### config.mk
export PLATFORM = sky130hd
export DESIGN_NAME = esc_commutation_and_throttle_supervisor
export DESIGN_NICKNAME = d
export VERILOG_FILES = /design/src/rtl/esc_cts_pkg.sv /design/src/rtl/esc_cts_channel.sv /design/src/rtl/esc_cts_supervisor.sv /design/src/rtl/esc_commutation_and_throttle_supervisor.sv
export SDC_FILE = /design/constraint.sdc
export NUM_CORES = 1
export LEC_CHECK = 0
export BUFFER_PORTS_ARGS = -buffer_cell sky130_fd_sc_hd__buf_2
export CAP_MARGIN = 10
export CORE_ASPECT_RATIO = 1.4
export CORE_UTILIZATION = 52
export CTS_CLUSTER_SIZE = 40
export DETAILED_ROUTE_END_ITERATION = 12
export PLACE_DENSITY = 0.67
export SLEW_MARGIN = 20
export SYNTH_ARGS = -nofsm -noshare
export SYNTH_HDL_FRONTEND = slang
export SYNTH_SLANG_ARGS = --single-unit
### constraint.sdc
create_clock -name clock -period 7.37 [get_ports clock]
set_input_delay 0 -clock clock [delete_from_list [all_inputs] [get_ports clock]]
set_output_delay 0 -clock clock [all_outputs]
set_load 0.01 [all_outputs]
### src/rtl/esc_cts_pkg.sv
// Shared types, constants and helpers of the ESC commutation and throttle supervisor.
`default_nettype none

package esc_cts_pkg;

   // Field widths
   localparam int unsigned FUNC_W   = 3;
   localparam int unsigned DELAY_W  = 19;
   localparam int unsigned CMP_W    = 10;
   localparam int unsigned PULSE_W  = 14;
   localparam int unsigned REM_W    = 20;
   localparam int unsigned LOSS_W   = 10;
   localparam int unsigned BEEP_W   = 16;
   localparam int unsigned SPEED_W  = 8;
   localparam int unsigned BAD_W    = 8;
   localparam int unsigned STATE_W  = 3;
   localparam int unsigned CSR_IDX_W  = 3;
   localparam int unsigned CSR_DATA_W = 16;
   localparam int unsigned REQ_DATA_W = 48;
   localparam int unsigned RSP_DATA_W = 48;

   // Length of one timer period in microseconds
   localparam int unsigned TIMER_PERIOD = 999;

   // Request function codes
   localparam logic [FUNC_W-1:0] FUNC_TICK         = 3'd0;
   localparam logic [FUNC_W-1:0] FUNC_SCHED_DETECT = 3'd1;
   localparam logic [FUNC_W-1:0] FUNC_SCHED_NEXT   = 3'd2;
   localparam logic [FUNC_W-1:0] FUNC_DETECT_MATCH = 3'd3;
   localparam logic [FUNC_W-1:0] FUNC_NEXT_MATCH   = 3'd4;
   localparam logic [FUNC_W-1:0] FUNC_START_DONE   = 3'd5;

   // Register indexes of the CSR write channel
   localparam logic [CSR_IDX_W-1:0] CSR_SIGNAL_LOSS = 3'd0;
   localparam logic [CSR_IDX_W-1:0] CSR_BEEP_PERIOD = 3'd1;
   localparam logic [CSR_IDX_W-1:0] CSR_BAD_LIMIT   = 3'd2;
   localparam logic [CSR_IDX_W-1:0] CSR_THR_ZERO    = 3'd3;
   localparam logic [CSR_IDX_W-1:0] CSR_DUTY_MAX    = 3'd4;
   localparam logic [CSR_IDX_W-1:0] CSR_DUTY_MIN    = 3'd5;
   localparam logic [CSR_IDX_W-1:0] CSR_SPEED_TICK  = 3'd6;
   localparam logic [CSR_IDX_W-1:0] CSR_SHORT_DELAY = 3'd7;

   // Reported motor state codes
   localparam logic [STATE_W-1:0] STATE_STANDBY = 3'd0;
   localparam logic [STATE_W-1:0] STATE_START   = 3'd1;
   localparam logic [STATE_W-1:0] STATE_RUNNING = 3'd2;
   localparam logic [STATE_W-1:0] STATE_STOP    = 3'd3;
   localparam logic [STATE_W-1:0] STATE_ERROR   = 3'd4;

   typedef enum logic [4:0] {
      MODE_STANDBY = 5'b00001,
      MODE_START   = 5'b00010,
      MODE_RUNNING = 5'b00100,
      MODE_STOP    = 5'b01000,
      MODE_ERROR   = 5'b10000
   } mode_type;

   typedef struct packed {
      logic [LOSS_W-1:0]  signal_loss_ticks;
      logic [BEEP_W-1:0]  beep_period;
      logic [BAD_W-1:0]   bad_step_limit;
      logic [PULSE_W-1:0] throttle_zero;
      logic [CMP_W-1:0]   duty_max;
      logic [CMP_W-1:0]   duty_min;
      logic [SPEED_W-1:0] speed_tick_period;
      logic [CMP_W-1:0]   short_delay;
   } cfg_type;

   typedef struct packed {
      logic [FUNC_W-1:0]  func;
      logic [DELAY_W-1:0] delay_us;
      logic [CMP_W-1:0]   timer_now;
      logic               pulse_seen;
      logic [PULSE_W-1:0] pulse_width;
   } req_item_type;

   // What the current item asks of one commutation channel
   typedef struct packed {
      logic schedule;
      logic match;
      logic tick;
   } chan_ctrl_type;

   typedef struct packed {
      logic             fire;
      logic             armed;
      logic [CMP_W-1:0] compare;
   } chan_status_type;

   typedef struct packed {
      logic [CMP_W-1:0]   duty;
      logic               duty_write;
      logic [STATE_W-1:0] motor_state;
      logic               beep;
      logic               speed_tick;
      logic               commutation_error;
   } sup_status_type;

   function automatic logic [STATE_W-1:0] mode_code(input mode_type mode);
      logic [STATE_W-1:0] code;
      unique case (mode)
         MODE_STANDBY: code = STATE_STANDBY;
         MODE_START:   code = STATE_START;
         MODE_RUNNING: code = STATE_RUNNING;
         MODE_STOP:    code = STATE_STOP;
         MODE_ERROR:   code = STATE_ERROR;
         default:      code = STATE_STANDBY;
      endcase
      return code;
   endfunction

endpackage

`default_nettype wire

### src/rtl/esc_cts_channel.sv
// One delayed-commutation channel: scheduling, compare arming, held countdown and match.
`default_nettype none

module esc_cts_channel (
   input  wire logic                                  clock,
   input  wire logic                                  reset,
   input  wire logic                                  advance,
   input  wire esc_cts_pkg::chan_ctrl_type            ctrl,
   input  wire logic [esc_cts_pkg::DELAY_W-1:0]       delay_us,
   input  wire logic [esc_cts_pkg::CMP_W-1:0]         timer_now,
   input  wire logic [esc_cts_pkg::CMP_W-1:0]         short_delay,
   output esc_cts_pkg::chan_status_type               status
);

   localparam int unsigned REM_W = esc_cts_pkg::REM_W;
   localparam int unsigned CMP_W = esc_cts_pkg::CMP_W;

   logic             pending_ff, pending_in;
   logic [REM_W-1:0] remaining_ff, remaining_in;
   logic             enable_ff, enable_in;
   logic [CMP_W-1:0] compare_ff, compare_in;
   logic             fire;

   logic [REM_W-1:0] end_sum;
   logic [REM_W:0]   held_limit;
   logic [REM_W-1:0] held_left;
   logic [REM_W-1:0] period;

   assign period     = REM_W'(esc_cts_pkg::TIMER_PERIOD);
   assign end_sum    = REM_W'(delay_us) + REM_W'(timer_now);
   assign held_limit = (REM_W+1)'(esc_cts_pkg::TIMER_PERIOD) + (REM_W+1)'(short_delay);
   assign held_left  = remaining_ff - period;

   always_comb begin
      pending_in   = pending_ff;
      remaining_in = remaining_ff;
      enable_in    = enable_ff;
      compare_in   = compare_ff;
      fire         = 1'b0;
      priority if (ctrl.schedule) begin
         if (delay_us <= esc_cts_pkg::DELAY_W'(short_delay)) begin
            // Short enough to commutate straight away.
            enable_in = 1'b0;
            fire      = 1'b1;
         end else if (end_sum <= period) begin
            compare_in = end_sum[CMP_W-1:0];
            enable_in  = 1'b1;
         end else begin
            enable_in    = 1'b0;
            remaining_in = end_sum;
            pending_in   = 1'b1;
         end
      end else if (ctrl.match) begin
         if (enable_ff) begin
            enable_in  = 1'b0;
            pending_in = 1'b0;
            fire       = 1'b1;
         end
      end else if (ctrl.tick && pending_ff) begin
         if ({1'b0, remaining_ff} <= held_limit) begin
            remaining_in = (remaining_ff > period) ? held_left : '0;
            enable_in    = 1'b0;
            pending_in   = 1'b0;
            fire         = 1'b1;
         end else begin
            // Count one period off; arm the compare once the rest fits in a period.
            remaining_in = held_left;
            if (held_left <= period) begin
               compare_in = held_left[CMP_W-1:0];
               enable_in  = 1'b1;
            end
         end
      end
   end

   always_ff @(posedge clock) begin
      if (reset) begin
         pending_ff   <= 1'b0;
         remaining_ff <= '0;
         enable_ff    <= 1'b0;
         compare_ff   <= '0;
      end else if (advance) begin
         pending_ff   <= pending_in;
         remaining_ff <= remaining_in;
         enable_ff    <= enable_in;
         compare_ff   <= compare_in;
      end
   end

   assign status.fire    = fire;
   assign status.armed   = enable_in;
   assign status.compare = compare_in;

endmodule

`default_nettype wire

### src/rtl/esc_cts_supervisor.sv
// Throttle watch, motor mode sequencing, duty clamp, beep and speed pacing, bad-step check.
`default_nettype none

module esc_cts_supervisor (
   input  wire logic                                  clock,
   input  wire logic                                  reset,
   input  wire logic                                  advance,
   input  wire logic [esc_cts_pkg::FUNC_W-1:0]        func,
   input  wire logic                                  pulse_seen,
   input  wire logic [esc_cts_pkg::PULSE_W-1:0]       pulse_width,
   input  wire logic                                  next_fire,
   input  wire esc_cts_pkg::cfg_type                  cfg,
   output esc_cts_pkg::sup_status_type                status
);

   localparam int unsigned LOSS_W  = esc_cts_pkg::LOSS_W;
   localparam int unsigned BEEP_W  = esc_cts_pkg::BEEP_W;
   localparam int unsigned SPEED_W = esc_cts_pkg::SPEED_W;
   localparam int unsigned BAD_W   = esc_cts_pkg::BAD_W;
   localparam int unsigned CMP_W   = esc_cts_pkg::CMP_W;
   localparam int unsigned PULSE_W = esc_cts_pkg::PULSE_W;

   esc_cts_pkg::mode_type mode_ff, mode_in;
   logic                  no_signal_ff, no_signal_in;
   logic [LOSS_W-1:0]     loss_ff, loss_in;
   logic [BEEP_W-1:0]     beep_cnt_ff, beep_cnt_in;
   logic [SPEED_W-1:0]    speed_cnt_ff, speed_cnt_in;
   logic [BAD_W-1:0]      bad_ff, bad_in;
   logic [CMP_W-1:0]      duty_ff, duty_in;
   logic [PULSE_W-1:0]    thr_ff, thr_in;

   logic                  duty_write, beep, speed_tick, cerr;
   logic [PULSE_W-1:0]    thr_over;
   logic                  thr_up;

   assign thr_up   = (thr_in >= cfg.throttle_zero);
   assign thr_over = thr_in - cfg.throttle_zero;

   always_comb begin
      mode_in      = mode_ff;
      no_signal_in = no_signal_ff;
      loss_in      = loss_ff;
      beep_cnt_in  = beep_cnt_ff;
      speed_cnt_in = speed_cnt_ff;
      duty_in      = duty_ff;
      thr_in       = thr_ff;
      duty_write   = 1'b0;
      beep         = 1'b0;
      speed_tick   = 1'b0;
      cerr         = 1'b0;

      // A next-step commutation counts as a bad step, saturating.
      bad_in = (next_fire && (bad_ff != '1)) ? bad_ff + 1'b1 : bad_ff;

      if (func == esc_cts_pkg::FUNC_START_DONE) begin
         if (mode_ff == esc_cts_pkg::MODE_START) begin
            mode_in = esc_cts_pkg::MODE_RUNNING;
         end
      end else if (func == esc_cts_pkg::FUNC_TICK) begin
         if (!pulse_seen) begin
            if (!no_signal_ff && (loss_ff != '1)) begin
               loss_in = loss_ff + 1'b1;
            end
            if (loss_in >= cfg.signal_loss_ticks) begin
               no_signal_in = 1'b1;
            end
         end else begin
            no_signal_in = 1'b0;
            loss_in      = '0;
            thr_in       = pulse_width;
         end

         if (!no_signal_in) begin
            if (mode_ff == esc_cts_pkg::MODE_RUNNING) begin
               if (thr_up) begin
                  // Upper clamp first, then the lower one.
                  if (thr_over >= PULSE_W'(cfg.duty_max)) begin
                     duty_in = cfg.duty_max;
                  end else if (thr_over <= PULSE_W'(cfg.duty_min)) begin
                     duty_in = cfg.duty_min;
                  end else begin
                     duty_in = thr_over[CMP_W-1:0];
                  end
               end else begin
                  mode_in    = esc_cts_pkg::MODE_STOP;
                  duty_in    = '0;
                  duty_write = 1'b1;
               end
            end else if (mode_ff == esc_cts_pkg::MODE_STANDBY) begin
               if (thr_up) begin
                  mode_in = esc_cts_pkg::MODE_START;
               end
            end else if ((mode_ff == esc_cts_pkg::MODE_STOP) ||
                         (mode_ff == esc_cts_pkg::MODE_ERROR)) begin
               if (!thr_up) begin
                  mode_in = esc_cts_pkg::MODE_STANDBY;
               end
               beep_cnt_in = beep_cnt_ff + 1'b1;
               if (beep_cnt_in == cfg.beep_period) begin
                  beep        = 1'b1;
                  beep_cnt_in = '0;
               end
            end
         end else begin
            if (mode_ff != esc_cts_pkg::MODE_STOP) begin
               mode_in    = esc_cts_pkg::MODE_STOP;
               duty_in    = '0;
               duty_write = 1'b1;
            end else begin
               beep_cnt_in = beep_cnt_ff + 1'b1;
            end
            if (beep_cnt_in == cfg.beep_period) begin
               beep        = 1'b1;
               beep_cnt_in = '0;
            end
         end

         if ((mode_in == esc_cts_pkg::MODE_RUNNING) || (mode_in == esc_cts_pkg::MODE_START)) begin
            speed_cnt_in = speed_cnt_ff + 1'b1;
            if (speed_cnt_in == cfg.speed_tick_period) begin
               speed_tick   = 1'b1;
               speed_cnt_in = '0;
            end
            if (bad_in >= cfg.bad_step_limit) begin
               mode_in    = esc_cts_pkg::MODE_ERROR;
               cerr       = 1'b1;
               duty_in    = '0;
               duty_write = 1'b1;
               bad_in     = '0;
            end
         end
         if ((mode_in == esc_cts_pkg::MODE_RUNNING) || (mode_in == esc_cts_pkg::MODE_START)) begin
            duty_write = 1'b1;
         end
      end
   end

   always_ff @(posedge clock) begin
      if (reset) begin
         mode_ff      <= esc_cts_pkg::MODE_STANDBY;
         no_signal_ff <= 1'b1;
         loss_ff      <= '0;
         beep_cnt_ff  <= '0;
         speed_cnt_ff <= '0;
         bad_ff       <= '0;
         duty_ff      <= '0;
         thr_ff       <= '0;
      end else if (advance) begin
         mode_ff      <= mode_in;
         no_signal_ff <= no_signal_in;
         loss_ff      <= loss_in;
         beep_cnt_ff  <= beep_cnt_in;
         speed_cnt_ff <= speed_cnt_in;
         bad_ff       <= bad_in;
         duty_ff      <= duty_in;
         thr_ff       <= thr_in;
      end
   end

   assign status.duty              = duty_in;
   assign status.duty_write        = duty_write;
   assign status.motor_state       = esc_cts_pkg::mode_code(mode_in);
   assign status.beep              = beep;
   assign status.speed_tick        = speed_tick;
   assign status.commutation_error = cerr;

endmodule

`default_nettype wire

### src/rtl/esc_commutation_and_throttle_supervisor.sv
// Top level of the ESC commutation and throttle supervisor: stream ports, CSRs, stage registers.
`default_nettype none

// A request transfer appears as a response through the request register, then the response
// register, or later while the response side stalls. Throughput: one request per cycle
// while rsp_tready stays high; every request yields exactly one response.
// The request and response registers decouple the two sides, so a new request is taken while
// a finished response still waits. Synchronous active-high reset returns every CSR to its
// default, puts the motor in standby with the signal marked lost and clears both channels.
module esc_commutation_and_throttle_supervisor (
   input  wire logic                                    clock,
   input  wire logic                                    reset,

   // Request stream
   input  wire logic                                    req_tvalid,
   output logic                                         req_tready,
   // tdata, lowest bit first: delay_us[18:0], timer_now[28:19], pulse_seen[29],
   // pulse_width[43:30], zero fill[47:44]
   input  wire logic [esc_cts_pkg::REQ_DATA_W-1:0]      req_tdata,
   // tuser: func[2:0]
   input  wire logic [esc_cts_pkg::FUNC_W-1:0]          req_tuser,

   // Response stream
   output logic                                         rsp_tvalid,
   input  wire logic                                    rsp_tready,
   // tdata, lowest bit first: fire_detect[0], fire_next[1], detect_armed[2], next_armed[3],
   // detect_compare[13:4], next_compare[23:14], duty[33:24], duty_write[34],
   // motor_state[37:35], beep[38], speed_tick[39], commutation_error[40], zero fill[47:41]
   output logic [esc_cts_pkg::RSP_DATA_W-1:0]           rsp_tdata,

   // CSR write channel
   input  wire logic                                    csr_valid,
   output logic                                         csr_ready,
   input  wire logic [esc_cts_pkg::CSR_IDX_W-1:0]       csr_index,
   input  wire logic [esc_cts_pkg::CSR_DATA_W-1:0]      csr_data
);

   localparam int unsigned RSP_DATA_W = esc_cts_pkg::RSP_DATA_W;

   // Configuration registers. Writes are always accepted; they are expected only when idle.
   esc_cts_pkg::cfg_type cfg_ff;

   assign csr_ready = 1'b1;

   always_ff @(posedge clock) begin
      if (reset) begin
         cfg_ff.signal_loss_ticks <= esc_cts_pkg::LOSS_W'(500);
         cfg_ff.beep_period       <= esc_cts_pkg::BEEP_W'(4000);
         cfg_ff.bad_step_limit    <= esc_cts_pkg::BAD_W'(50);
         cfg_ff.throttle_zero     <= esc_cts_pkg::PULSE_W'(1000);
         cfg_ff.duty_max          <= esc_cts_pkg::CMP_W'(999);
         cfg_ff.duty_min          <= esc_cts_pkg::CMP_W'(5);
         cfg_ff.speed_tick_period <= esc_cts_pkg::SPEED_W'(10);
         cfg_ff.short_delay       <= esc_cts_pkg::CMP_W'(20);
      end else if (csr_valid) begin
         unique case (csr_index)
            esc_cts_pkg::CSR_SIGNAL_LOSS:
               cfg_ff.signal_loss_ticks <= csr_data[esc_cts_pkg::LOSS_W-1:0];
            esc_cts_pkg::CSR_BEEP_PERIOD:
               cfg_ff.beep_period <= csr_data[esc_cts_pkg::BEEP_W-1:0];
            esc_cts_pkg::CSR_BAD_LIMIT:
               cfg_ff.bad_step_limit <= csr_data[esc_cts_pkg::BAD_W-1:0];
            esc_cts_pkg::CSR_THR_ZERO:
               cfg_ff.throttle_zero <= csr_data[esc_cts_pkg::PULSE_W-1:0];
            esc_cts_pkg::CSR_DUTY_MAX:
               cfg_ff.duty_max <= csr_data[esc_cts_pkg::CMP_W-1:0];
            esc_cts_pkg::CSR_DUTY_MIN:
               cfg_ff.duty_min <= csr_data[esc_cts_pkg::CMP_W-1:0];
            esc_cts_pkg::CSR_SPEED_TICK:
               cfg_ff.speed_tick_period <= csr_data[esc_cts_pkg::SPEED_W-1:0];
            esc_cts_pkg::CSR_SHORT_DELAY:
               cfg_ff.short_delay <= csr_data[esc_cts_pkg::CMP_W-1:0];
            default: ;
         endcase
      end
   end

   // Request register. The held request is processed once the response register can take
   // its result; that same edge updates all supervisor and channel state.
   logic                      in_valid_ff;
   esc_cts_pkg::req_item_type in_item_ff;
   logic                      out_valid_ff;
   logic [RSP_DATA_W-1:0]     out_data_ff, out_data_in;
   logic                      advance;

   assign advance    = in_valid_ff && (!out_valid_ff || rsp_tready);
   assign req_tready = !in_valid_ff || advance;

   always_ff @(posedge clock) begin
      if (reset) begin
         in_valid_ff <= 1'b0;
      end else if (req_tready) begin
         in_valid_ff <= req_tvalid;
      end
   end

   always_ff @(posedge clock) begin
      if (req_tvalid && req_tready) begin
         in_item_ff.func        <= req_tuser;
         in_item_ff.delay_us    <= req_tdata[18:0];
         in_item_ff.timer_now   <= req_tdata[28:19];
         in_item_ff.pulse_seen  <= req_tdata[29];
         in_item_ff.pulse_width <= req_tdata[43:30];
      end
   end

   // Decode which channel each request concerns.
   esc_cts_pkg::chan_ctrl_type   det_ctrl, nxt_ctrl;
   esc_cts_pkg::chan_status_type det_status, nxt_status;
   esc_cts_pkg::sup_status_type  sup_status;
   logic                         is_tick;

   assign is_tick           = (in_item_ff.func == esc_cts_pkg::FUNC_TICK);
   assign det_ctrl.schedule = (in_item_ff.func == esc_cts_pkg::FUNC_SCHED_DETECT);
   assign det_ctrl.match    = (in_item_ff.func == esc_cts_pkg::FUNC_DETECT_MATCH);
   assign det_ctrl.tick     = is_tick;
   assign nxt_ctrl.schedule = (in_item_ff.func == esc_cts_pkg::FUNC_SCHED_NEXT);
   assign nxt_ctrl.match    = (in_item_ff.func == esc_cts_pkg::FUNC_NEXT_MATCH);
   assign nxt_ctrl.tick     = is_tick;

   esc_cts_channel u_detect (
      .clock       (clock),
      .reset       (reset),
      .advance     (advance),
      .ctrl        (det_ctrl),
      .delay_us    (in_item_ff.delay_us),
      .timer_now   (in_item_ff.timer_now),
      .short_delay (cfg_ff.short_delay),
      .status      (det_status)
   );

   esc_cts_channel u_next (
      .clock       (clock),
      .reset       (reset),
      .advance     (advance),
      .ctrl        (nxt_ctrl),
      .delay_us    (in_item_ff.delay_us),
      .timer_now   (in_item_ff.timer_now),
      .short_delay (cfg_ff.short_delay),
      .status      (nxt_status)
   );

   // A commutation on the next-step channel is what the bad-step count watches.
   esc_cts_supervisor u_supervisor (
      .clock       (clock),
      .reset       (reset),
      .advance     (advance),
      .func        (in_item_ff.func),
      .pulse_seen  (in_item_ff.pulse_seen),
      .pulse_width (in_item_ff.pulse_width),
      .next_fire   (nxt_status.fire),
      .cfg         (cfg_ff),
      .status      (sup_status)
   );

   always_comb begin
      out_data_in        = '0;
      out_data_in[0]     = det_status.fire;
      out_data_in[1]     = nxt_status.fire;
      out_data_in[2]     = det_status.armed;
      out_data_in[3]     = nxt_status.armed;
      out_data_in[13:4]  = det_status.compare;
      out_data_in[23:14] = nxt_status.compare;
      out_data_in[33:24] = sup_status.duty;
      out_data_in[34]    = sup_status.duty_write;
      out_data_in[37:35] = sup_status.motor_state;
      out_data_in[38]    = sup_status.beep;
      out_data_in[39]    = sup_status.speed_tick;
      out_data_in[40]    = sup_status.commutation_error;
   end

   // Response register: filled on every processed request, emptied by a response transfer.
   always_ff @(posedge clock) begin
      if (reset) begin
         out_valid_ff <= 1'b0;
      end else if (advance) begin
         out_valid_ff <= 1'b1;
      end else if (rsp_tready) begin
         out_valid_ff <= 1'b0;
      end
   end

   always_ff @(posedge clock) begin
      if (advance) begin
         out_data_ff <= out_data_in;
      end
   end

   assign rsp_tvalid = out_valid_ff;
   assign rsp_tdata  = out_data_ff;

endmodule

`default_nettype wire

Word-level counts from Yosys, hierarchy flattened:

Index checks and enable logic that the tools add are counted.

* input port bits: 75
* logic and storage cells: 275
* output and inout bits: 51
* register bits: 312

* equal/unequal tests: 41
* magnitude comparators: 13
* $add $sub $neg: 9
* mux-type cells: 134
* reductions and logical operators: 41
* bitwise logic cells: 3

Operator list (count)
* 2-to-1 mux 10 bit: 29
* 2-to-1 mux 20 bit: 12
* 2-to-1 mux 16 bit: 10
* 2-to-1 mux 5 bit: 17
* <= comparator 20 x 10 -> 1 bit (second input constant): 3
* 2-to-1 mux 1 bit: 56
* 2-to-1 mux 8 bit: 6
* <= comparator 20 x 21 -> 1 bit: 2
* 2-to-1 mux 14 bit: 3
* greater-than comparator 20 x 10 -> 1 bit (second input constant): 2
* subtractor 20 x 10 -> 20 bit (second input constant): 2
* == test 16 bit: 2
* adder 19 x 10 -> 20 bit: 1
* == test 5 x 2 -> 1 bit (second input constant): 4
* == test 5 x 3 -> 1 bit (second input constant): 4
* <= comparator 19 x 10 -> 1 bit: 1
* == test 3 bit (second input constant): 6
* AND reduction 6 bit: 3
* adder 16 x 1 -> 16 bit (second input constant): 1
* adder 8 x 1 -> 8 bit (second input constant): 2
* AND reduction 2 bit: 8
* >= comparator 14 x 10 -> 1 bit: 1
* >= comparator 14 bit: 1
* <= comparator 14 x 10 -> 1 bit: 1
* 30 further kinds: 64

Longest topological paths before layout:

Gate-level depths: netlist of the first run.

* depth after elaboration: 23
* gate-level depth with buffers: 27
* mapped depth without buffers: 24

By module:

Synthesis of the first run repeated with hierarchy kept, for this count alone.

* cells, all modules: 2560
* area total of the unflattened synthesis: 22182.5 µm²

Modules (own cells, without submodules)
* esc_cts_supervisor: cells each 922, seq. area each 1441.4 µm², area each 6955.4 µm², times used 1
* esc_commutation_and_throttle_supervisor: cells each 439, seq. area each 4404.2 µm², area each 6274.8 µm², times used 1
* esc_cts_channel at u_next: cells each 613, seq. area each 640.6 µm², area each 4539.4 µm², times used 1
* esc_cts_channel at u_detect: cells each 586, seq. area each 640.6 µm², area each 4413.0 µm², times used 1

Worst setup path before layout of the first run:

No wires, ideal clock.

* path kind: register to register
* from: reg, netlist name cfg_ff[0]
* to: reg u_supervisor.bad_ff[0]
* data arrival time: 5.108 ns
* period minus slack after synthesis: 5.183 ns
* cell stages (with the launch flop): 27
* setup time: 0.074 ns
* path buffers: 2
* path slack: 2.187 ns
* data required time: 7.296 ns
* cell sequence: dfxtp_1 inv_1 ha_1 nor2b_1 nor2_1 xnor2_1 ha_1 nand3_1 a21oi_1 a211oi_1 maj3_1 o21ai_1 a21oi_1 o22ai_1 clkbuf_1 buf_2 xor2_1 ha_1 nand2b_1 a21o_1 a21oi_1 o21ai_0 o41ai_1 nor3_2 nand3_2 or4b_1 a31oi_1

* word-level cells in the longest chain between the ends: 13
* elaborated cells between the ends (all ways): 15
* those cells by class: 1 x add/sub; 3 x order compare; 10 x mux; 1 x reduce/logical

RTL lines
* adder 10 x 10 -> 11 bit: RTL line esc_cts_channel.sv:31 `assign held_limit = (REM_W+1)'(esc_cts_pkg::TIMER_PERIOD) + (REM_W+1)'(short_delay);`
* <= comparator 20 x 21 -> 1 bit: RTL line esc_cts_channel.sv:60 `if ({1'b0, remaining_ff} <= held_limit) begin`
* 2-to-1 mux 1 bit: RTL line esc_cts_channel.sv:60
* 2-to-1 mux 1 bit: RTL line esc_cts_channel.sv:59 `end else if (ctrl.tick && pending_ff) begin`
* 2-to-1 mux 1 bit: RTL line esc_cts_channel.sv:53 `end else if (ctrl.match) begin`
* 2-to-1 mux 1 bit *: RTL line esc_cts_channel.sv:40 `priority if (ctrl.schedule) begin`
* logical AND 1 bit *: RTL line esc_cts_supervisor.sv:53 `bad_in = (next_fire && (bad_ff != '1)) ? bad_ff + 1'b1 : bad_ff;`
* 2-to-1 mux 8 bit *: RTL line esc_cts_supervisor.sv:53
* >= comparator 8 bit: RTL line esc_cts_supervisor.sv:124 `if (bad_in >= cfg.bad_step_limit) begin`
* 2-to-1 mux 8 bit: RTL line esc_cts_supervisor.sv:124
* 2-to-1 mux 8 bit: RTL line esc_cts_supervisor.sv:118 `if ((mode_in == esc_cts_pkg::MODE_RUNNING) || (mode_in == esc_cts_pkg::MODE_START)) begin`
* 2-to-1 mux 8 bit: RTL line esc_cts_supervisor.sv:59 `end else if (func == esc_cts_pkg::FUNC_TICK) begin`
* 2-to-1 mux 8 bit *: RTL line esc_cts_supervisor.sv:55 `if (func == esc_cts_pkg::FUNC_START_DONE) begin`
* end signal: assignment: RTL line esc_cts_supervisor.sv:154 `bad_ff <= bad_in;`
* end: declaration: RTL line esc_cts_supervisor.sv:28 `logic [BAD_W-1:0] bad_ff, bad_in;`

Every way passes the cells marked *; elsewhere a longest branch is shown, timed or not.
A chain may end at the register's enable or synchronous reset.

==> impl_results.md, run 1 <==
* Status: complete, no violations
* Post-Syn Instances at ~2,300
* 1st-iter DRT viols at approximately 1,300
* Slew margin rel. at 0.2198
* P_int at ~3200 uW
* Layout cell share with drive strength beyond 1 at 0.1100
* CTS tree: built
* Maximum fanout along the worst path at 21
* RSZ-0062 raised after global routing: false
* Setup bufs post-CTS at 0
* First-pass GRT wire length at about 93,000 um
* Total track usage at 0.3140
* H-tree depth at 2
* Main combinational cell family by area after synthesis: compound AO/OA/AOI/OAI gates
* # DRC at 0
* Clock buffer count from CTS at 35
* Critical Path Sink Type: flop
* Initial antenna violation count at 3
* Clock root buffer: clkbuf_16
* Critical Path Source Type: flop
* Pwr dens at between 150 and 200 nW/um2
* Leak pwr at 0.008533 uW
* Sw frac at 0.2631
* Mapped cell area at about 19,000 um2
* Clock Skews at about 0.013 ns
* GPL Wtd Cong at roughly 0.97
* Crit path arrival time at between 6 and 7 ns
* Yosys Warn Count at 0
* DR WL/cell at between 20 and 25 um
* FF-to-FF Start: cfg_ff[0]$_SDFFE_PP0P_
* Netlist cell types at about 100
* Clk slew on worst S/H paths at roughly 0.070 ns
* Synthesized area per cell at 8.553 um2
* Setup Viol. Count Final at 0
* GR Util met1 at 0.3466
* Worst reg-to-reg path cell count at 24
* Worst min-delay path startpoint: csr_index[0]
* Row count at 83
* Hpwl dp at ~42,000 um
* Fmax at between 150 and 200 MHz
* Initial core utilization at 0.5284
* Setup TNS Final at 0 ns
* Clock Sinks at around 310
* Worst-skew pair later-pin latency at roughly 0.54 ns
* Area Overhead vs Synth at 13.45%
* Yosys reg bits at ~310
* Simple-gate share of the synthesized area at 0.1957
* Die height at about 230 um
* Synth Area in Adders at 0.06704
* Met2 Use GR at 0.5649
* Synth Flop Type: dfxtp_1
* Routed via count at between 15,000 and 20,000
* WHS Path Cells at 4
* Seq pwr share at 0.430
* Post-layout util at 0.5995
* Placeable Area at roughly 37,000 um2
* Die width at about 170 um
* Critical Path RT at 7.69 ns
* Max IR drop VDD at 0.1838 mV
* Mux share of post-synthesis cell area at 0.03630
* Total grt overflow at 0
* Post-CTS sizing at 0
* Least-Margin Pin Slew at ~1.2 ns
* R2R Setup Slk at between 0.9 and 1 ns
* PortBufs at 113
* Final Critical Period at between 6 and 7 ns
* Largest net degree at the start of global routing at around 70
* XOR/XNOR share of the synthesized area at 0.05522
* Max-slew violation count at 0
* Placed cell count at around 2,700
* Fin cells at between 2,000 and 3,000
* Comb power frac at 0.124
* Period utilization at 0.8702
* HP Class: in2reg
* Top-area cell type share of the netlist area at 0.2315
* Final nets at 2,532
* IO Count at roughly 130
* Critical setup path kind: reg2reg
* FF-to-FF End: rsp_tdata[24]$_DFFE_PP_
* DR vias/cell at about 6.2
* M3 GR Usage at 0.04078
* First drt pass iteration count at 5
* Sw power at 1129 uW
* Post-synth EDFFs at 88
* Endpoints failing hold at 0
* Synth Area in Compound Gates at 0.2241
* ANT nets after route at 0
* DRT Wirelength at 59,580 um
* Sequential fraction of the synthesis area at 0.3679
* Fraction of registers with async set/reset at 0
* Die area at 38,040 um2
* Max-cap violations at 0
* Vias in the first global route at 17,095
* Dominant cell type by area after synthesis: dfxtp_1
* Clock share of power at 0.446
* Top post-synthesis cells by area: dfxtp_1 23%, edfxtp_1 14%, ha_1 6.4%, a21oi_1 4.9%, nand2_1 4.7%
* Worst-case clock buffer depth at 3
* Endpoint of the worst hold path: cfg_ff[34]$_SDFFE_PP1P_
* Most Crowded Layer GR: met2
## state kept, by name, indices dropped and copies added, names as in the netlist, 14 cells and up
register,flops
rsp_tdata,41
u_next.remaining_ff,20
cfg_ff,86
u_detect.remaining_ff,20
u_supervisor.thr_ff,14
u_supervisor.beep_cnt_ff,16
in_item_ff,47
## power by group through the flow
| stage | clock network (uW) | registers (uW) | logic, uW |
|---|---|---|---|
| after floorplan | 0 | 1870 | 336 |
| after global routing | 2010 | 1850 | 572 |
| after CTS | 1940 | 1840 | 522 |
| final | 1910 | 1840 | 533 |
| after detailed placement | 0 | 1880 | 492 |
| after global placement | 0 | 1880 | 481 |
## what timing repair did
action,CTS,global route
hold buffers,67,0
endpoints found under the setup margin,0,0
endpoints found under the hold margin,151,0
## per-layer routing
layer	share of wire	vias up	wire length [um]
li1	-	8471	-
met1	0.38	8395	22510
met2	0.51	590	30350
met3	0.049	185	2926
met4	0.063	4	3769
met5	0.00042	-	25
## layout by cell type (no fill, tap or decap), types with 29 or more instances in the layout
cell type        n
a21oi_1        190
xor2_1          44
a21o_1          29
dfxtp_1        224
nand3_1         73
clkbuf_16       38
mux2i_1         41
nand2b_1        42
buf_2          112
xnor2_1         73
inv_1          102
edfxtp_1        88
a211oi_1        29
ha_1            99
o211ai_1        42
nand4_1         29
o21ai_0        101
nand2_1        241
and3_1          31
nor2_1         154
nor3_1          45
dlygate4sd3_1   67
## cell families after synthesis
family | Yosys count
AO/OA/AOI/OAI | 645
XOR/XNOR | 119
adder cells (fa/ha/maj) | 103
buffers and inverters | 253
flip-flops | 312
multiplexers | 67
other | 2
AND/OR/NAND/NOR | 764
## critical path: stages, from the launching register on
cell	delay [ns]
dfxtp_1	0.34
inv_1	0.17
ha_1	0.20
nor2b_1	0.28
nor2_1	0.09
xnor2_1	0.34
ha_1	0.23
nand3_1	0.09
a21oi_1	0.13
a211oi_1	0.07
maj3_1	0.37
o21ai_1	0.27
a21oi_1	0.18
o22ai_1	0.20
buf_4	0.25
mux2_2	0.36
ha_1	0.27
a21o_1	0.15
a21oi_1	0.16
o21ai_0	0.11
o41ai_1	0.74
nor3_2	0.22
nand2_1	0.15
nand4_1	0.38
o21ai_0	0.44
## worst max-delay path by stage
| stage | slack (ns) | cells after the start | startpoint | endpoint |
|---|---|---|---|---|
| floorplan | 2.19 | 26 | cfg_ff[0]$_SDFFE_PP0P_ | u_supervisor.bad_ff[0]$_SDFFE_PP0P_ |
| global placement | 1.22 | 24 | cfg_ff[0]$_SDFFE_PP0P_ | rsp_tdata[31]$_DFFE_PP_ |
| detailed placement | 1.10 | 24 | cfg_ff[0]$_SDFFE_PP0P_ | rsp_tdata[24]$_DFFE_PP_ |
| CTS | 1.04 | 24 | cfg_ff[0]$_SDFFE_PP0P_ | rsp_tdata[24]$_DFFE_PP_ |
| global route | 0.59 | 24 | cfg_ff[0]$_SDFFE_PP0P_ | rsp_tdata[24]$_DFFE_PP_ |
| finish | 0.96 | 24 | cfg_ff[0]$_SDFFE_PP0P_ | rsp_tdata[24]$_DFFE_PP_ |
## cell usage after synthesis (13+ instances only)
library cell  instances
nor2_1              155
and2_1               17
and3_1               31
xor2_1               44
o21ai_1              16
edfxtp_1             88
buf_2                18
ha_1                 99
a21oi_1             190
or3_1                28
mux2_2               26
o22ai_1              18
xnor2_1              73
o211ai_1             42
o21ai_0             101
o32ai_1              19
a31oi_1              26
nor2b_1              14
a22o_1               13
o31ai_1              14
nor3_1               47
nor4_1               16
nand3_1              73
mux2i_1              41
a211oi_1             30
nand2b_1             42
o21a_1               17
dfxtp_1             224
a21o_1               29
inv_1               103
a22oi_1              15
nand2_1             241
nand4_1              29
clkbuf_1            108
## through the flow
step / cell area, um2 / hold WS (ns) / worst slack [ns] / power [uW]
finish: 21980 / 0.09931 / 0.9565 / 4289
global route: 21980 / 0.1052 / 0.5869 / 4428
CTS: 21970 / 0.06725 / 1.044 / 4308
global placement: 20050 / 0.1765 / 1.221 / 2361
detailed placement: 20050 / 0.1781 / 1.098 / 2372
floorplan: 19390 / 0.09887 / 2.187 / 2203
## cell type report
| cell class | instances | area (um2) |
|---|---|---|
| well taps | 467 | 584.3 |
| multi-input cells | 1706 | 11260 |
| flip-flops and latches | 312 | 7127 |
| inverters | 104 | 391.6 |
| diodes | 1 | 2.502 |
| clock buffers | 47 | 1025 |
| repair buffers | 197 | 1366 |
| clock inverters | 16 | 224.0 |
| fillers | 3230 | 14680 |
No activity file was read; power rests on OpenSTA's default activity.
==> inputs of run 2 (changes only) <==
--- a/config.mk
+++ b/config.mk
@@ -8,6 +8,7 @@
 export BUFFER_PORTS_ARGS = -buffer_cell sky130_fd_sc_hd__buf_2
 export CAP_MARGIN = 10
 export CORE_ASPECT_RATIO = 1.4
+export CORE_MARGIN = 2
 export CORE_UTILIZATION = 52
 export CTS_CLUSTER_SIZE = 40
 export DETAILED_ROUTE_END_ITERATION = 12
==> impl_results.md, run 2 (synthesis gave the netlist of run 1 again) <==
* HP Class: in2reg (unchanged)
* Ant. Diodes at 0 (was 1)
* Critical Path Sink Type: flop (unchanged)
* PortBufs at 113 (unchanged)
* Slew margin rel. at 0.2489 (was 0.2198)
* Max-cap violations at 0 (unchanged)
* Leak pwr at 0.008592 uW (was 0.008533 uW)
* Largest Register: cfg_ff (unchanged)
* GR Util met1 at 0.3323 (was 0.3466)
* 1st-iter DRT viols at 1,168 (was 1,310)
* H-tree depth at 2 (unchanged)
* Least-Margin Pin Slew at 1.127 ns (was 1.154 ns)
* Most frequent cells in the layout: 241 x nand2_1, 224 x dfxtp_1, 190 x a21oi_1, 153 x nor2_1, 112 x buf_2 (was 241 x nand2_1, 224 x dfxtp_1, 190 x a21oi_1, 154 x nor2_1, 112 x buf_2)
* Total grt overflow at 0 (unchanged)
* GPL Wtd Cong at 0.9771 (was 0.9673)
* Largest register FFs at 86 (unchanged)
* Clock Skews at 0.02099 ns (was 0.01315 ns)
* Worst-case clock buffer depth at 3 (unchanged)
* Setup Viol. Count Final at 0 (unchanged)
* Area Overhead vs Synth at 14.06% (was 13.45%)
* Largest stage delay, worst path at 0.42 ns (was 0.74 ns)
* IO Count at 126 (unchanged)
* Most frequent CP cell: ha_1
* Commonest non-fill, non-tap cell in the layout: nand2_1 (unchanged)
* Status: complete, no violations (unchanged)
* CTS tree: built (unchanged)
* Placeable Area at 36,660 um2 (unchanged)
* Crit path arrival time at 6.44 ns (was 6.74 ns)
* # DRC at 0 (unchanged)
* Vias in the first global route at 17,853 (was 17,095)
* M3 GR Usage at 0.03776 (was 0.04078)
* Clock root buffer: clkbuf_16 (unchanged)
* Maximum fanout along the worst path at 21 (unchanged)
* Pwr dens at 195.9 nW/um2 (was 195.2 nW/um2)
* ANT nets after route at 0 (unchanged)
* Clock Sinks at 312 (unchanged)
* DR vias/cell at 6.214 (was 6.191)
* CP bufs+invs at 3 (was 2)
* First drt pass iteration count at 6 (was 5)
* First-pass GRT wire length at 95,280 um (was 92,870 um)
* Met2 Use GR at 0.5592 (was 0.5649)
* Routed via count at 17,753 (was 17,645)
* Final nets at 2,539 (was 2,532)
* DR WL/cell at 21.30 um (was 20.90 um)
* Critical setup path kind: reg2reg (unchanged)
* Fmax at 164.3 MHz (was 155.9 MHz)
* Initial core utilization at 0.5284 (unchanged)
* Layout cell share with drive strength beyond 1 at 0.1146 (was 0.1100)
* Post-CTS sizing at 0 (unchanged)
* Row count at 83 (unchanged)
* Largest net degree at the start of global routing at 93 (was 72)
* Die height at 232.4 um (was 230.4 um)
* Most Crowded Layer GR: met2 (unchanged)
* Clk slew on worst S/H paths at 0.06 ns (was 0.07 ns)
* Initial antenna violation count at 0 (was 3)
* RSZ-0062 raised after global routing: false (unchanged)
* DRT Wirelength at 60,850 um (was 59,580 um)
* Critical Path Source Type: flop (unchanged)
* Setup TNS Final at 0 ns (unchanged)
* Endpoints failing hold at 0 (unchanged)
* Max IR drop VDD at 0.2237 mV (was 0.1838 mV)
* Pwr Total at 4329 uW (was 4289 uW)
* Clock buffer count from CTS at 35 (unchanged)
* Die area at 38,840 um2 (was 38,040 um2)
* Critical Path RT at 7.72 ns (was 7.69 ns)
* Period utilization at 0.8257 (was 0.8702)
* Post-layout util at 0.6028 (was 0.5995)
* Worst-skew pair later-pin latency at 0.55 ns (was 0.54 ns)
* Final Critical Period at 6.085 ns (was 6.414 ns)
* Slowest CP cell: nand4_1 (was o41ai_1)
* Max-slew violation count at 0 (unchanged)
* Hpwl dp at 43,230 um (was 41,950 um)
* Critical path's top delay family: compound AO/OA/AOI/OAI gates (unchanged)
* Total track usage at 0.3081 (was 0.3140)
* Die width at 167.1 um (was 165.1 um)
[run 2: cell types whose count changed in the layout (fill, tap and decap cells not counted), sizes merged]
cell | before | now
clkinv | 7 | 11
clkinvlp | 3 | 1
clkbuf | 47 | 43
inv | 105 | 108
buf | 130 | 134
dlygate4sd3 | 67 | 69
bufinv | 5 | 6
diode | 1 | 0
[run 2: per-layer routing]
layer	share of wire	wire [um]
met5	0	0
met4	0.076	4608
met3	0.049	2962
met2	0.50	30460
met1	0.38	22820
[run 2: final cells by class]
type,count,area [um2]
clock buffer,42,963.4
sequential,312,7127
tap,467,584.3
inverter,104,391.6
fill,3215,14560
timing repair buffer,204,1424
multi-input combinational,1706,11280
clock inverter,22,322.8
[run 2: worst register-to-register path, delay by kind of cell (launching register included)]
family | cells | cell delay (ns)
flops | 1 | 0.34
fa+ha+maj | 4 | 1.05
simple gates | 7 | 1.40
compound gates | 9 | 2.12
xor+xnor | 2 | 0.46
buf+inv | 3 | 0.56
[run 2: power breakdown]
group / total, uW / switching [uW] / internal [uW] / leakage (uW)
combinational: 537 / 340 / 197 / 0.00530
sequential: 1840 / 33.4 / 1810 / 0.00266
clock: 1950 / 788 / 1160 / 0.000632
[run 2: repair_timing]
action | 4_1_cts | 5_1_grt
hold buffers | 69 | 0
setup endpoints to repair | 0 | 0
endpoints found under the hold margin | 144 | 0
setup buffers | 0 | 0
[run 2: through the flow]
step / hold WS [ns] / setup WS [ns] / area [um2] / cells
final: 0.07778 / 1.285 / 22100 / 2857
after global placement: 0.1760 / 1.424 / 20090 / 2723
after floorplan: 0.09887 / 2.187 / 19390 / 2271
after global routing: 0.1129 / 0.7751 / 22100 / 2857
after CTS: 0.05441 / 1.286 / 22060 / 2856
after detailed placement: 0.1782 / 1.389 / 20090 / 2723
[run 2: final timing paths]
check                                      startpoint                             endpoint  slack, ns  cells past startpoint
setup / recovery               cfg_ff[0]$_SDFFE_PP0P_              rsp_tdata[24]$_DFFE_PP_       1.28                     25
hold / removal                           csr_index[2]              cfg_ff[59]$_SDFFE_PP0P_       0.08                      5
setup reg to reg               cfg_ff[0]$_SDFFE_PP0P_              rsp_tdata[24]$_DFFE_PP_       1.28                     25
hold reg to reg   u_supervisor.thr_ff[4]$_SDFFE_PP0P_  u_supervisor.thr_ff[4]$_SDFFE_PP0P_       0.45                      2
